===== config.mk =====
export PLATFORM = sky130hd
export DESIGN_NAME = quadrature_encoder_value_tracker
export DESIGN_NICKNAME = d
export VERILOG_FILES = /design/src/rtl/qevt_pkg.sv /design/src/rtl/qevt_cfg_regs.sv /design/src/rtl/qevt_decode.sv /design/src/rtl/quadrature_encoder_value_tracker.sv
export SDC_FILE = /design/constraint.sdc
export NUM_CORES = 1
export LEC_CHECK = 0
export BUFFER_PORTS_ARGS = -buffer_cell sky130_fd_sc_hd__buf_2
export CAP_MARGIN = 20
export CORE_UTILIZATION = 56
export DETAILED_ROUTE_END_ITERATION = 6
export PLACE_DENSITY = 0.83
export SYNTH_ARGS = -nofsm -noshare
export SYNTH_HDL_FRONTEND = slang
export SYNTH_SLANG_ARGS = --single-unit

===== constraint.sdc =====
create_clock -name clk -period 24 [get_ports clk]
set_clock_uncertainty 0.1 [all_clocks]
set_input_delay 6 -clock clk [delete_from_list [all_inputs] [get_ports clk]]
set_output_delay 6 -clock clk [all_outputs]
set_load 0.01 [all_outputs]

===== src/rtl/qevt_pkg.sv =====
// ---------------------------------------------------------------------------
// qevt_pkg: shared types and constants of the quadrature value tracker
// Holds the item, result and register structs, the register index codes,
// the quarter-step transition table and the range clamp function.
// ---------------------------------------------------------------------------
package qevt_pkg;

  localparam int unsigned CfgIndexW = 4;
  localparam int unsigned CfgDataW  = 16;

  // Register reset values
  localparam logic [6:0]  MinValueRst     = 7'd0;
  localparam logic [6:0]  MaxValueRst     = 7'd127;
  localparam logic [4:0]  SensitivityRst  = 5'd1;
  localparam logic [6:0]  InitialValueRst = 7'd0;
  localparam logic [15:0] MinTransUsRst   = 16'd250;
  localparam logic [7:0]  LockDebMsRst    = 8'd24;
  localparam logic [7:0]  LockSettleMsRst = 8'd30;

  // Last-sent marker meaning nothing has been read out yet
  localparam logic [7:0]  NoneSent = 8'hFF;

  typedef enum logic [CfgIndexW-1:0] {
    REG_MIN_VALUE      = 4'd0,
    REG_MAX_VALUE      = 4'd1,
    REG_SENSITIVITY    = 4'd2,
    REG_INITIAL_VALUE  = 4'd3,
    REG_LOCK_ENABLE    = 4'd4,
    REG_MIN_TRANS_US   = 4'd5,
    REG_LOCK_DEB_MS    = 4'd6,
    REG_LOCK_SETTLE_MS = 4'd7
  } qevt_reg_t;

  typedef enum logic {
    REQ_SAMPLE = 1'b0,
    REQ_READ   = 1'b1
  } qevt_req_t;

  // Quarter-step codes
  localparam logic signed [1:0] Q_NONE = 2'sb00;
  localparam logic signed [1:0] Q_UP   = 2'sb01;
  localparam logic signed [1:0] Q_DOWN = 2'sb11;

  // Indexed by {last_phase, phase}, phase = {A, B}
  localparam logic signed [1:0] QTAB [16] = '{
    Q_NONE, Q_UP,   Q_DOWN, Q_NONE,
    Q_DOWN, Q_NONE, Q_NONE, Q_UP,
    Q_UP,   Q_NONE, Q_NONE, Q_DOWN,
    Q_NONE, Q_DOWN, Q_UP,   Q_NONE
  };

  typedef struct packed {
    logic [6:0]  min_value;
    logic [6:0]  max_value;
    logic [4:0]  sensitivity;
    logic [6:0]  initial_value;
    logic        lock_enable;
    logic [15:0] min_transition_us;
    logic [7:0]  lock_debounce_ms;
    logic [7:0]  lock_settle_ms;
  } qevt_cfg_t;

  typedef struct packed {
    qevt_req_t   req_type;
    logic        pin_a;
    logic        pin_b;
    logic        lock_low;
    logic [31:0] now_us;
    logic [31:0] now_ms;
  } qevt_item_t;

  typedef struct packed {
    logic       msg_valid;
    logic [6:0] msg_value;
    logic       pending_flag;
    logic       locked;
  } qevt_result_t;

  // Clamp a signed sum to [lo, hi]; below lo wins over above hi
  function automatic logic [6:0] qevt_clamp(logic signed [8:0] v,
                                            logic [6:0] lo, logic [6:0] hi);
    logic [6:0] r;
    if (v < $signed({2'b00, lo})) begin
      r = lo;
    end else if (v > $signed({2'b00, hi})) begin
      r = hi;
    end else begin
      r = v[6:0];
    end
    return r;
  endfunction

endpackage


===== src/rtl/qevt_cfg_regs.sv =====
// ---------------------------------------------------------------------------
// qevt_cfg_regs: configuration register file
// Takes register writes and flags a bound change for an immediate re-clamp.
// ---------------------------------------------------------------------------
module qevt_cfg_regs import qevt_pkg::*; (
  input  logic                 clk,
  input  logic                 rst_n,
  input  logic                 wr_en,
  input  logic [CfgIndexW-1:0] wr_index,
  input  logic [CfgDataW-1:0]  wr_data,
  output qevt_cfg_t            cfg,
  output logic                 range_upd
);

  qevt_cfg_t cfg_r;
  logic      range_upd_r;

  always_ff @(posedge clk) begin
    if (!rst_n) begin
      cfg_r.min_value         <= MinValueRst;
      cfg_r.max_value         <= MaxValueRst;
      cfg_r.sensitivity       <= SensitivityRst;
      cfg_r.initial_value     <= InitialValueRst;
      cfg_r.lock_enable       <= 1'b0;
      cfg_r.min_transition_us <= MinTransUsRst;
      cfg_r.lock_debounce_ms  <= LockDebMsRst;
      cfg_r.lock_settle_ms    <= LockSettleMsRst;
      range_upd_r             <= 1'b0;
    end else begin
      // flag a bound write so the live value is pulled inside next cycle
      range_upd_r <= wr_en && (qevt_reg_t'(wr_index) == REG_MIN_VALUE ||
                               qevt_reg_t'(wr_index) == REG_MAX_VALUE);
      if (wr_en) begin
        unique case (qevt_reg_t'(wr_index))
          REG_MIN_VALUE:      cfg_r.min_value         <= wr_data[6:0];
          REG_MAX_VALUE:      cfg_r.max_value         <= wr_data[6:0];
          REG_SENSITIVITY:    cfg_r.sensitivity       <= wr_data[4:0];
          REG_INITIAL_VALUE:  cfg_r.initial_value     <= wr_data[6:0];
          REG_LOCK_ENABLE:    cfg_r.lock_enable       <= wr_data[0];
          REG_MIN_TRANS_US:   cfg_r.min_transition_us <= wr_data;
          REG_LOCK_DEB_MS:    cfg_r.lock_debounce_ms  <= wr_data[7:0];
          REG_LOCK_SETTLE_MS: cfg_r.lock_settle_ms    <= wr_data[7:0];
          default: ;  // drop writes beyond the register list
        endcase
      end
    end
  end

  assign cfg       = cfg_r;
  assign range_upd = range_upd_r;

endmodule


===== src/rtl/qevt_decode.sv =====
// ---------------------------------------------------------------------------
// qevt_decode: tracker state and single-pass step logic
// Holds decode, lock and value state; computes one item's result and the
// next state combinationally in a single pass.
// ---------------------------------------------------------------------------
module qevt_decode import qevt_pkg::*; (
  input  logic         clk,
  input  logic         rst_n,
  input  qevt_cfg_t    cfg,
  input  logic         range_upd,
  input  logic         step_en,
  input  qevt_item_t   item,
  output qevt_result_t result
);

  logic              started_r,    started_nxt;
  logic [1:0]        last_phase_r, last_phase_nxt;
  logic signed [1:0] acc_r,        acc_nxt;
  logic [6:0]        cur_value_r,  cur_value_nxt;
  logic [7:0]        last_sent_r,  last_sent_nxt;
  logic              pending_r,    pending_nxt;
  logic              lock_raw_r,   lock_raw_nxt;
  logic              lock_stable_r, lock_stable_nxt;
  logic [31:0]       lock_chg_r,   lock_chg_nxt;
  logic [31:0]       suppress_r,   suppress_nxt;
  logic [31:0]       last_us_r,    last_us_nxt;
  logic              blocked_r,    blocked_nxt;

  logic [6:0]        base_cur;
  logic [6:0]        cur_eff;
  logic [1:0]        phase;
  logic [31:0]       ms_diff;
  logic [31:0]       us_diff;
  logic              go;
  logic signed [1:0] q;
  logic [4:0]        s_eff;
  logic signed [8:0] sum;
  logic              msg_valid;

  always_comb begin
    started_nxt     = started_r;
    last_phase_nxt  = last_phase_r;
    acc_nxt         = acc_r;
    last_sent_nxt   = last_sent_r;
    pending_nxt     = pending_r;
    lock_raw_nxt    = lock_raw_r;
    lock_stable_nxt = lock_stable_r;
    lock_chg_nxt    = lock_chg_r;
    suppress_nxt    = suppress_r;
    last_us_nxt     = last_us_r;
    blocked_nxt     = blocked_r;
    msg_valid       = 1'b0;
    phase           = {item.pin_a, item.pin_b};
    ms_diff         = '0;
    us_diff         = item.now_us - last_us_r;
    go              = 1'b1;
    q               = QTAB[{last_phase_r, phase}];
    s_eff           = (cfg.sensitivity == 5'd0) ? 5'd1 : cfg.sensitivity;
    sum             = '0;

    // re-clamp right after a bound write
    base_cur = (range_upd && started_r)
             ? qevt_clamp($signed({2'b00, cur_value_r}), cfg.min_value, cfg.max_value)
             : cur_value_r;
    cur_eff  = started_r ? base_cur
             : qevt_clamp($signed({2'b00, cfg.initial_value}), cfg.min_value,
                          cfg.max_value);
    cur_value_nxt = cur_eff;

    if (step_en) begin
      if (item.req_type == REQ_READ) begin
        if (pending_r) begin
          msg_valid     = 1'b1;
          last_sent_nxt = {1'b0, cur_eff};
          pending_nxt   = 1'b0;
        end
      end else if (!started_r) begin
        // capture only
        started_nxt     = 1'b1;
        last_phase_nxt  = phase;
        acc_nxt         = Q_NONE;
        lock_raw_nxt    = item.lock_low;
        lock_stable_nxt = item.lock_low;
        lock_chg_nxt    = item.now_ms;
        suppress_nxt    = '0;
        last_us_nxt     = item.now_us;
        blocked_nxt     = 1'b0;
      end else begin
        blocked_nxt = 1'b0;
        if (cfg.lock_enable) begin
          lock_raw_nxt = item.lock_low;
          if (item.lock_low != lock_raw_r) begin
            lock_chg_nxt = item.now_ms;
          end
          ms_diff = item.now_ms - lock_chg_nxt;
          if (ms_diff >= {24'd0, cfg.lock_debounce_ms} &&
              lock_stable_r != item.lock_low) begin
            lock_stable_nxt = item.lock_low;
            if (lock_stable_r && !item.lock_low) begin
              suppress_nxt = item.now_ms + {24'd0, cfg.lock_settle_ms};
            end
          end
          if (lock_stable_nxt || item.now_ms < suppress_nxt) begin
            last_phase_nxt = phase;
            acc_nxt        = Q_NONE;
            blocked_nxt    = 1'b1;
            go             = 1'b0;
          end
        end
        if (go && phase != last_phase_r) begin
          last_phase_nxt = phase;
          if (us_diff >= {16'd0, cfg.min_transition_us}) begin
            last_us_nxt = item.now_us;
            if (q == Q_NONE) begin
              acc_nxt = Q_NONE;
            end else if (acc_r == q) begin
              // second quarter-step the same way: move one detent
              acc_nxt = Q_NONE;
              if (q == Q_UP) begin
                sum = $signed({2'b00, cur_eff}) + $signed({4'b0000, s_eff});
              end else begin
                sum = $signed({2'b00, cur_eff}) - $signed({4'b0000, s_eff});
              end
              cur_value_nxt = qevt_clamp(sum, cfg.min_value, cfg.max_value);
              if ({1'b0, cur_value_nxt} != last_sent_r) begin
                pending_nxt = 1'b1;
              end
            end else begin
              acc_nxt = q;
            end
          end
        end
      end
    end
  end

  always_ff @(posedge clk) begin
    if (!rst_n) begin
      started_r     <= 1'b0;
      last_phase_r  <= '0;
      acc_r         <= Q_NONE;
      cur_value_r   <= '0;
      last_sent_r   <= NoneSent;
      pending_r     <= 1'b1;
      lock_raw_r    <= 1'b0;
      lock_stable_r <= 1'b0;
      lock_chg_r    <= '0;
      suppress_r    <= '0;
      last_us_r     <= '0;
      blocked_r     <= 1'b0;
    end else begin
      started_r     <= started_nxt;
      last_phase_r  <= last_phase_nxt;
      acc_r         <= acc_nxt;
      cur_value_r   <= cur_value_nxt;
      last_sent_r   <= last_sent_nxt;
      pending_r     <= pending_nxt;
      lock_raw_r    <= lock_raw_nxt;
      lock_stable_r <= lock_stable_nxt;
      lock_chg_r    <= lock_chg_nxt;
      suppress_r    <= suppress_nxt;
      last_us_r     <= last_us_nxt;
      blocked_r     <= blocked_nxt;
    end
  end

  assign result.msg_valid    = msg_valid;
  assign result.msg_value    = cur_value_nxt;
  assign result.pending_flag = pending_nxt;
  assign result.locked       = blocked_nxt;

endmodule


===== src/rtl/quadrature_encoder_value_tracker.sv =====
// ---------------------------------------------------------------------------
// quadrature_encoder_value_tracker: quadrature encoder value tracker
// Decodes A/B pin samples into a clamped value with lock and read-out.
// ---------------------------------------------------------------------------
// The block takes one item per clock while in_stall is low: an item is
// transferred on the input channel when in_valid is high and in_stall is
// low, lands in an input register, and once the result register is free or
// draining, one pass of decode logic updates the tracker state and loads the
// result register, so every item gives exactly one result. The single decode
// pass holds lock debounce compares, a 32-bit gap compare, and one small add
// with clamp. in_stall rises only while the result register holds an
// untaken result and the input register is full. A pin sample (req_type 0)
// moves the value by the sensitivity register (zero counts as one) on every
// second quarter-step in one direction; a read request (req_type 1) reports
// msg_valid and clears the pending flag when a changed value waits or
// nothing has been read out since reset. Configuration goes through the cfg_
// port, which is always ready, and must be written only while the block is idle.
// ---------------------------------------------------------------------------
module quadrature_encoder_value_tracker import qevt_pkg::*; (
  input  logic                 clk,
  input  logic                 rst_n,
  // input channel
  input  logic                 in_valid,
  output logic                 in_stall,
  input  logic                 in_req_type,
  input  logic                 in_pin_a,
  input  logic                 in_pin_b,
  input  logic                 in_lock_low,
  input  logic [31:0]          in_now_us,
  input  logic [31:0]          in_now_ms,
  // result channel
  output logic                 out_valid,
  input  logic                 out_stall,
  output logic                 out_msg_valid,
  output logic [6:0]           out_msg_value,
  output logic                 out_pending_flag,
  output logic                 out_locked,
  // configuration write channel
  input  logic                 cfg_valid,
  output logic                 cfg_ready,
  input  logic [CfgIndexW-1:0] cfg_index,
  input  logic [CfgDataW-1:0]  cfg_data
);

  qevt_cfg_t    cfg;
  logic         range_upd;

  qevt_item_t   item_r;
  logic         item_valid_r;
  qevt_result_t step_res;
  qevt_result_t res_r;
  logic         res_valid_r;

  logic         advance;
  logic         in_xfer;

  // Advance the held item whenever the result register is free or draining.
  assign advance  = item_valid_r && (!res_valid_r || !out_stall);
  assign in_stall = item_valid_r && !advance;
  assign in_xfer  = in_valid && !in_stall;

  assign cfg_ready = 1'b1;

  qevt_cfg_regs u_cfg (
    .clk       (clk),
    .rst_n     (rst_n),
    .wr_en     (cfg_valid && cfg_ready),
    .wr_index  (cfg_index),
    .wr_data   (cfg_data),
    .cfg       (cfg),
    .range_upd (range_upd)
  );

  // Input register: capture each transfer, hold while stalled.
  always_ff @(posedge clk) begin
    if (!rst_n) begin
      item_valid_r <= 1'b0;
    end else if (in_xfer) begin
      item_valid_r <= 1'b1;
    end else if (advance) begin
      item_valid_r <= 1'b0;
    end
  end

  always_ff @(posedge clk) begin
    if (in_xfer) begin
      item_r.req_type <= qevt_req_t'(in_req_type);
      item_r.pin_a    <= in_pin_a;
      item_r.pin_b    <= in_pin_b;
      item_r.lock_low <= in_lock_low;
      item_r.now_us   <= in_now_us;
      item_r.now_ms   <= in_now_ms;
    end
  end

  // An item's step commits only as it moves into the result register.
  qevt_decode u_decode (
    .clk       (clk),
    .rst_n     (rst_n),
    .cfg       (cfg),
    .range_upd (range_upd),
    .step_en   (advance),
    .item      (item_r),
    .result    (step_res)
  );

  // Result register: load on advance, drop once taken.
  always_ff @(posedge clk) begin
    if (!rst_n) begin
      res_valid_r <= 1'b0;
    end else if (advance) begin
      res_valid_r <= 1'b1;
    end else if (!out_stall) begin
      res_valid_r <= 1'b0;
    end
  end

  always_ff @(posedge clk) begin
    if (advance) begin
      res_r <= step_res;
    end
  end

  assign out_valid        = res_valid_r;
  assign out_msg_valid    = res_r.msg_valid;
  assign out_msg_value    = res_r.msg_value;
  assign out_pending_flag = res_r.pending_flag;
  assign out_locked       = res_r.locked;

endmodule


# Word-level counts from Yosys, hierarchy flattened
# Memory sizes are Yosys's and may differ from the RTL's.
# Index checks and enable logic that the tools add are counted.
totals:
  ram_bits: 0
  word_cells: 197
  output_inout_bits: 13
  latchBits: 0
  mem_count: 1
  rom_bits: 32
  in_bits: 93
  ff_bits: 260
mem_list:
  columns: ["name", "words", "word_bits", "read_ports", "rd_ports_with_merged_regs", "write_ports", "line_no", "rtl"]
  rows:
  - ["(no name shown)", 16, 2, 1, 0, 0, "qevt_decode.sv:57", "q = QTAB[{last_phase_r, phase}];"]
classes:
  n_mul: 0
  magnitude_cmp: 10
  reduce_logical: 33
  n_shift: 0
  n_eq_ne: 19
  muxes: 94
  bitwise_logic: 2
  div_mod_pow: 0
  add_sub_neg: 5
ops:
  columns: ["op", "count"]
  rows:
  - ["$mux W32", 18]
  - ["$mux W7", 22]
  - ["$mux W9", 8]
  - ["$sub A32 B32 Y32", 2]
  - ["$add A32 B8 Y32", 1]
  - ["$ge A32 B16 Y1", 1]
  - ["$ge A32 B8 Y1", 1]
  - ["$lt A32 B32 Y1", 1]
  - ["$mux W1", 32]
  - ["$mux W2", 13]
  - ["$reduce_and A2 Y1", 9]
  - ["$eq A4 B3 Y1 const B", 4]
  - ["$gt A7 B7 Y1", 2]
  - ["$lt A7 B7 Y1", 2]
  - ["$gt A9 B8 Y1", 1]
  - ["$lt A9 B8 Y1", 1]
  - ["$add A7 B5 Y8", 1]
  - ["$eq A4 B2 Y1 const B", 2]
  - ["$logic_and A1 B1 Y1", 8]
  - ["$ne A7 B8 Y1", 1]
  - ["$reduce_and A4 Y1", 2]
  - ["$sub A7 B5 Y8", 1]
  - ["$ne A2 B2 Y1 const B", 3]
  - ["$ne A3 B3 Y1 const B", 2]
  - ["other kinds (17)", 25]

# Depth between registers and ports, before layout
# Gate-level depths: netlist of run 1.
logic_depth:
  ltp_word: 45
  mapped_depth: 41
  ltp_nobuf: 37

# Modules after synthesis
# A second synthesis of run 1 with hierarchy kept.
hier_totals:
  hier_cells: 2127
  hier_area_um2: 18251.3
modules_own_cells:
  columns: ["mod", "cells_per_inst", "seq_area_each_um2", "area_each_um2", "instances"]
  rows:
  - ["qevt_decode", 1802, 2402.3, 13503.0, 1]
  - ["quadrature_encoder_value_tracker", 88, 2382.3, 2437.3, 1]
  - ["qevt_cfg_regs", 237, 1201.2, 2311.0, 1]

# Worst setup path after synthesis of run 1
# OpenSTA, ideal clock, no wires.
synth_path:
  path_type: "input port to output port"
  start: "in out_stall"
  end: "out in_stall"
  t_required_ns: 17.900
  cell_stages: 1
  n_path_buf: 0
  arrival_ns: 6.219
  setup_slack_ns: 11.681
  path_cell_list: "and3_1"
synth_between:
  elab_chain_len: 5
synth_rtl:
  columns: ["item", "line_no", "rtl"]
  rows:
  - ["from (decl)", "quadrature_encoder_value_tracker.sv:33", "input logic out_stall,"]
  - ["$logic_not A1 Y1", null, null]
  - ["$logic_or A1 B1 Y1", "quadrature_encoder_value_tracker.sv:58", "assign advance = item_valid_r && (!res_valid_r || !out_stall);"]
  - ["$logic_and A1 B1 Y1", "quadrature_encoder_value_tracker.sv:58", null]
  - ["$logic_not A1 Y1", "quadrature_encoder_value_tracker.sv:59", "assign in_stall = item_valid_r && !advance;"]
  - ["$logic_and A1 B1 Y1", "quadrature_encoder_value_tracker.sv:59", null]
  - ["to (decl)", "quadrature_encoder_value_tracker.sv:24", "output logic in_stall,"]
# Every way passes these cells.

# Worst setup path in the final report of run 1
# Ends and elaborated chain as after synthesis.

==> metrics.txt, run 1 <==
Post-synth top cells nand2_1 (224), nor2_1 (207), dfxtp_1 (182); final WL 49.0 mm; post-CTS setup buffer count 0; routed vias 16300; Setup CP Type in -> out; num rows 65; syn nets 2388; antenna diode count 0; Placer Congestion 0.966; Tot GR Track Use 0.292; YS warnings 0; CTS Sinks 260; asr flop ratio synth 0; Clk pin slew, worst setup/hold paths 0.06 ns; post-route ant nets 0; Synth area leader dfxtp_1; Main synth FF type dfxtp_1; first-pass GRT wire length 78.8 mm; P&R area growth vs syn 10.2%; DIE HEIGHT 183 um; Post-synth EDFFs 78; CTS Buf Count 30; Startpoint Class input port; Die Area 33400 um^2; RSZ-0062 raised after global routing no; period utilization 0.526; Synth top area share 0.199; RR Endpoint out_msg_value[4]$_DFFE_PP_; Hold WC Path Type reg -> reg; worst-path fanout max 3; Avg Vias per Cell 6.18; most common cell in the netlist nand2_1; ranking of synthesized cells by area dfxtp_1 (20%), edfxtp_1 (13%), ha_1 (12%); Port Buf Inserts 104; final hold violations 0; Required @ worst endpoint 17.90 ns; fin cells 2642; Remaining Overflow, GRT 0; Rel. slew slack 0.279; Leakage Power 8.45 nW; Max Freq 79.3 MHz; peak supply drop 0.0000542 V; clk buf depth 3; proportion of layout cells with a drive suffix above 1 0.0938; CTS root buf clkbuf_16; critical hold path startpoint u_decode.last_sent_r[7]$_SDFFE_PN1P_; DP HPWL 35.9 mm; Multi-input gate area 11500 um^2; initial antenna violation count 3; First-pass DRT Iterations 7; Storage cell area 5990 um^2; Hold Path End u_decode.last_sent_r[7]$_SDFFE_PN1P_; Slew @ Worst Pin 1.08 ns; status finished clean; final-layout fill cell count 2682; final setup violation count 0; flops & latches, synth 260; Crit. End Element output pin; wire length per cell 18.5 um; H-tree Lvls 1; vias in the first global route 15400; Avg Inst Size Synth 8.62 um^2; DRC 0; Post-CTS Resized 0; Netlist Area Pre-Place 18300 um^2; count of cell types in the netlist 101; largest net degree at the start of global routing 85; CTS tree built; setup_tns 0 ns; Nets 2450; R2R Setup Slk 14.06 ns; Core ar. 31900 um^2; r2r worst-path depth 38; post-synthesis cell count 2121; minimum clock period 12.61 ns; initial drt markers 1311; max-slew violations 0; IO Pins 106; CTS Hold Bufs 0; latest clock arrival within the worst-skew pair 0.57 ns; Power per Cell Area 63.7 nW/um^2; maxcap violations 0; dpl cells 2584; Arrival @ worst endpoint 6.51 ns; sequential area share after synthesis 0.327; Worst Hold Path Cells 2; worst reg2reg startpoint item_r[64]$_DFFE_PP_; starting density of the core 0.574; die extent in x 183 um
==> layout by cell type (no fill, tap or decap), types with 26 or more instances in the layout <==
cell / netlist / layout
a21o_1: 37 / 37
a21oi_1: 181 / 180
a2bb2oi_1: 28 / 28
buf_2: 9 / 104
clkbuf_16: 0 / 31
dfxtp_1: 182 / 182
edfxtp_1: 78 / 78
ha_1: 170 / 170
inv_1: 123 / 122
mux2i_1: 130 / 130
nand2_1: 224 / 223
nand2b_1: 34 / 34
nand3_1: 36 / 35
nand4_1: 26 / 26
nor2_1: 207 / 207
nor2b_1: 29 / 28
o211ai_1: 34 / 34
o21ai_0: 78 / 78
xnor2_1: 57 / 57
xor2_1: 35 / 35
==> area by class of cell <==
| type | instances | area share |
|---|---|---|
| sequential | 260 | 0.297 |
| clock buffer | 45 | 0.0421 |
| multi-input combinational | 1647 | 0.570 |
| inverter | 124 | 0.0232 |
| timing repair buffer | 120 | 0.0330 |
| clock inverter | 11 | 0.00770 |
| tap | 435 | 0.0270 |
==> how the worst max path moves through the flow <==
| stage | start | to | slack (ns) | cells past startpoint |
|---|---|---|---|---|
| 2_1_floorplan | out_stall | in_stall | 11.68 | 1 |
| 3_3_place_gp | out_stall | in_stall | 11.42 | 3 |
| 3_5_place_dp | out_stall | in_stall | 11.39 | 3 |
| 4_1_cts | out_stall | in_stall | 11.39 | 3 |
| 5_1_grt | out_stall | in_stall | 11.36 | 3 |
| 6_report | out_stall | in_stall | 11.39 | 3 |
==> registers in the layout (all words and copies together), names as in the netlist, 2 cells and up <==
name                   cells
item_r                    68
u_cfg.cfg                 59
u_decode.last_us_r        32
u_decode.lock_chg_r       32
u_decode.suppress_r       32
u_decode.last_sent_r       8
out_msg_value              7
u_decode.cur_value_r       7
u_decode.acc_r             2
u_decode.last_phase_r      2
==> metrics by stage <==
step	power [mW]	util	hold slack, ns	setup slack [ns]	cell area (um^2)
2_1_floorplan	0.731	-	0.323	11.68	18300
3_3_place_gp	0.807	0.599	0.336	11.42	19100
3_5_place_dp	0.817	0.599	0.338	11.39	19100
4_1_cts	1.29	0.631	0.348	11.39	20100
5_1_grt	1.34	0.632	0.367	11.36	20100
6_report	1.28	0.632	0.343	11.39	20100
==> worst max-delay path: stages <==
cell    delay, ns
buf_2        0.09
and3_1       0.25
buf_2        0.17
==> cell families (layout without fill, tap and decap cells) <==
group | Yosys count | in the layout | share of synthesized area
buffers and inverters | 214 | 300 | 0.0470
adder cells (fa/ha/maj) | 175 | 175 | 0.121
multiplexers | 141 | 141 | 0.0788
flip-flops | 260 | 260 | 0.327
XOR/XNOR | 93 | 93 | 0.0450
other | 1 | 1 | 0.000205
AND/OR/NAND/NOR | 666 | 666 | 0.169
AO/OA/AOI/OAI | 571 | 571 | 0.212
==> per-layer routing <==
layer	up-vias	GRT usage	routed length [um]
li1	7808	-	-
met1	7745	0.390	21700
met2	640	0.473	22100
met3	134	0.0459	3410
met4	4	0.113	1720
met5	-	0	26
==> power breakdown <==
| group | total [mW] | internal, mW | switching [mW] | leakage [nW] |
|---|---|---|---|---|
| Combinational | 0.330 | 0.131 | 0.199 | 5.73 |
| Clock | 0.467 | 0.285 | 0.181 | 0.488 |
| Sequential | 0.487 | 0.470 | 0.0170 | 2.23 |
| Total | 1.28 | 0.887 | 0.397 | 8.45 |
(Power assumes the default switching activity.)
==> run 2, diff against run 1 <==
--- a/config.mk
+++ b/config.mk
@@ -5,6 +5,7 @@
 export SDC_FILE = /design/constraint.sdc
 export NUM_CORES = 1
 export LEC_CHECK = 0
+export ABC_AREA = 1
 export BUFFER_PORTS_ARGS = -buffer_cell sky130_fd_sc_hd__buf_2
 export CAP_MARGIN = 20
 export CORE_UTILIZATION = 56
==> constraint.sdc (replaced) <==
create_clock -name clk -period 11.8 [get_ports clk]
set_clock_uncertainty 0.1 [all_clocks]
set_input_delay 2.95 -clock clk [delete_from_list [all_inputs] [get_ports clk]]
set_output_delay 2.95 -clock clk [all_outputs]
set_load 0.01 [all_outputs]
==> run 2 against run 1 <==
  * Sequential power is 110% higher
  * Clock power is 100% higher
  * Hold slack better by 0.017 ns
  * Worst setup slack worse by 7.1 ns
  * Wire length is 4.5% higher
  * Combinational power is 150% higher
  * First-iteration DRC count is 26% higher
  * Final area is 0.96% higher
  * Synthesized area is 1.4% higher
  * Via count is 7.7% higher
  * Sequential share of layout area is 0.28 points lower
  * Largest cell class unchanged
  * Largest power group unchanged
==> metrics.txt, run 2 <==
met3 Use GR 0.0329 (-0.0130); post-route ant nets 0 (unchanged); clk buf depth 3 (unchanged); First-pass DRT Iterations 6 (-1); Die Area 33800 um^2 (+1.3%); Avg Vias per Cell 5.71 (-7.6%); Post-synth EDFFs 78 (unchanged); initial antenna violation count 1 (-2); RSZ-0062 raised after global routing no; flops & latches, synth 260 (unchanged); starting density of the core 0.570 (-0.00394); highest-count cells in the layout ignoring fill and taps nand2_1 (495), inv_1 (385), a21oi_1 (233), nor2_1 (201), o21ai_0 (184); commonest non-fill, non-tap cell in the layout nand2_1; H-tree Lvls 1 (unchanged); period utilization 0.633; Comb power frac 0.295 (+0.038); Setup CP Type reg -> reg; largest net degree at the start of global routing 83 (-2.4%); Nets 2884 (+18%); P_sw 0.939 mW (+140%); Largest Register item_r; YS warnings 0 (unchanged); Avg Inst Size Synth 7.25 um^2 (-16%); Hold Path End u_decode.last_us_r[23]$_SDFFE_PN0P_; Remaining Overflow, GRT 0 (unchanged); Clock Power Share 0.344 (-0.019); CTS Hold Bufs 0 (unchanged); final core occ 0.625 (-0.00677); R2R Setup Slk 4.34 ns (-9.72 ns); vias in the first global route 16600 (+7.7%); setup_tns 0 ns (unchanged); initial drt markers 1655 (+26%); Worst Hold Path Cells 2 (unchanged); status finished clean; r2r worst-path depth 47 (+24%); Design Area, Final 20300 um^2 (+0.96%); DRC 0 (unchanged); CTS root buf clkbuf_16; Synth top area share 0.197 (-0.00266); Global Route met2 Usage 0.504 (+0.0310); peak supply drop 0.000140 V (+160%); Placer Congestion 0.962 (-0.37%); post-placement setup slack 4.47 ns (-6.93 ns); worst reg2reg startpoint item_r[64]$_DFFE_PP_; Core ar. 32500 um^2 (+2.1%); syn nets 2822 (+18%); Clk pin slew, worst setup/hold paths 0.06 ns (about the same); Startpoint Class flop; CTS tree built; first-pass GRT wire length 82.5 mm (+4.6%); Arrival @ worst endpoint 7.73 ns (+1.22 ns); final WL 51.2 mm (+4.5%); most common cell in the netlist nand2_1; count of cell types in the netlist 58 (-43%); Net Sw Frac 0.339 (+0.0299); worst-path fanout max 63 (+60); maxcap violations 0 (unchanged); Seq pwr share 0.361 (-0.019); DP HPWL 38.8 mm (+8.1%); Synth area leader dfxtp_1; final setup violation count 0 (unchanged); Crit. End Element flop; DIE HEIGHT 184 um (+0.67%); placed inst area 19300 um^2 (+1.1%); Power per Cell Area 136 nW/um^2 (+110%); Hold WC Path Type reg -> reg; final hold violations 0 (unchanged); Main synth FF type dfxtp_1; crit-path max cell delay 0.47 ns (+0.22 ns); die extent in x 184 um (+0.67%); Int Pwr 1.83 mW (+110%); GRT met1 Usage 0.405 (+0.0151); Tot GR Track Use 0.302 (+0.00965); routed vias 17600 (+7.7%); sequential area share after synthesis 0.323 (-0.00438); asr flop ratio synth 0 (unchanged); max-slew violations 0 (unchanged); latest clock arrival within the worst-skew pair 0.57 ns (about the same); Required @ worst endpoint 12.07 ns (-5.83 ns); Most common cell on crit path nand2_1; Leakage Power 9.20 nW (+8.9%); IO Pins 106 (unchanged); final-layout fill cell count 2908 (+8.4%); RR Endpoint u_decode.last_us_r[28]$_SDFFE_PN0P_; critical hold path startpoint u_decode.last_us_r[23]$_SDFFE_PN0P_; num rows 66 (+1.5%); post-synthesis cell count 2555 (+20%); Slew @ Worst Pin 1.11 ns (+0.0321 ns); Netlist Area Pre-Place 18500 um^2 (+1.4%); wire length per cell 16.6 um (-10%); post-CTS setup buffer count 0 (unchanged); proportion of layout cells with a drive suffix above 1 0.100 (+0.00628); max FFs per register 68 (unchanged); Post-synth top cells nand2_1 (495), inv_1 (387), a21oi_1 (234); Rel. slew slack 0.255 (-0.0245); GRT Max-Usage Layer met2; final setup margin 4.34 ns (-7.05 ns); CTS Buf Count 27 (-10%); CTS Sinks 260 (unchanged); ranking of synthesized cells by area dfxtp_1 (20%), edfxtp_1 (13%), ha_1 (11%); Port Buf Inserts 104 (unchanged); P&R area growth vs syn 9.76%; Post-CTS Resized 0 (unchanged); minimum clock period 7.46 ns; CP max-delay cell nand2_4; Max Freq 134 MHz
## run 2: worst max path at each step
stage,start,endpoint,slack (ns),cells past startpoint
floorplan,out_stall,in_stall,5.54,2
global placement,item_r[64]$_DFFE_PP_,u_decode.last_us_r[11]$_SDFFE_PN0P_,4.84,49
detailed placement,item_r[64]$_DFFE_PP_,u_decode.last_us_r[20]$_SDFFE_PN0P_,4.47,47
CTS,item_r[64]$_DFFE_PP_,u_decode.last_us_r[28]$_SDFFE_PN0P_,4.42,47
global route,item_r[64]$_DFFE_PP_,u_decode.last_us_r[28]$_SDFFE_PN0P_,3.48,46
finish,item_r[64]$_DFFE_PP_,u_decode.last_us_r[28]$_SDFFE_PN0P_,4.34,47
## run 2: critical path, delay by kind of cell, from the launching register on
family | cells | cell delay, ns
AND/OR/NAND/NOR | 34 | 4.57
AO/OA/AOI/OAI | 3 | 0.44
XOR/XNOR | 1 | 0.16
adder cells (fa/ha/maj) | 3 | 0.79
buffers and inverters | 6 | 0.75
flip-flops | 1 | 0.45
## run 2: cells by family (layout without fill, tap and decap cells)
kind of cell	Yosys count	after routing	share of synthesized area
flops	260	260	0.323
simple gates	959	959	0.231
fa+ha+maj	174	174	0.119
xor+xnor	72	72	0.0340
other cells	1	2	0.000202
compound gates	600	600	0.188
buf+inv	482	565	0.101
mux	7	7	0.00378
## run 2: layer usage
layer / part of all wire / vias to the layer above
met1: 0.44 / 8201
met4: 0.029 / 0
met3: 0.065 / 105
met5: 0 / -
met2: 0.46 / 628
li1: - / 8660
## run 2: metrics by stage
step                hold WS, ns  cells  total power [mW]
finish                    0.360   3081              2.77
global placement          0.333   3029              1.79
floorplan                 0.319   2555              1.60
global route              0.373   3080              2.92
detailed placement        0.352   3029              1.81
CTS                       0.362   3079              2.76
## run 2: power groups by stage
stage | Clock, mW | Sequential, mW | Combinational, mW
2_1_floorplan | 0 | 1.00 | 0.596
3_3_place_gp | 0 | 1.02 | 0.778
3_5_place_dp | 0 | 1.02 | 0.795
4_1_cts | 0.958 | 0.998 | 0.800
5_1_grt | 0.998 | 1.00 | 0.915
6_report | 0.951 | 1.00 | 0.817
## run 2: final cells by class
class	count	area (um^2)	share of cell area
tap	442	553	0.0272
antenna	1	2.50	0.000123
sequential	260	5990	0.294
clock inverter	21	302	0.0148
inverter	401	1510	0.0742
multi-input combinational	1813	10700	0.525
clock buffer	29	693	0.0341
timing repair buffer	114	608	0.0299
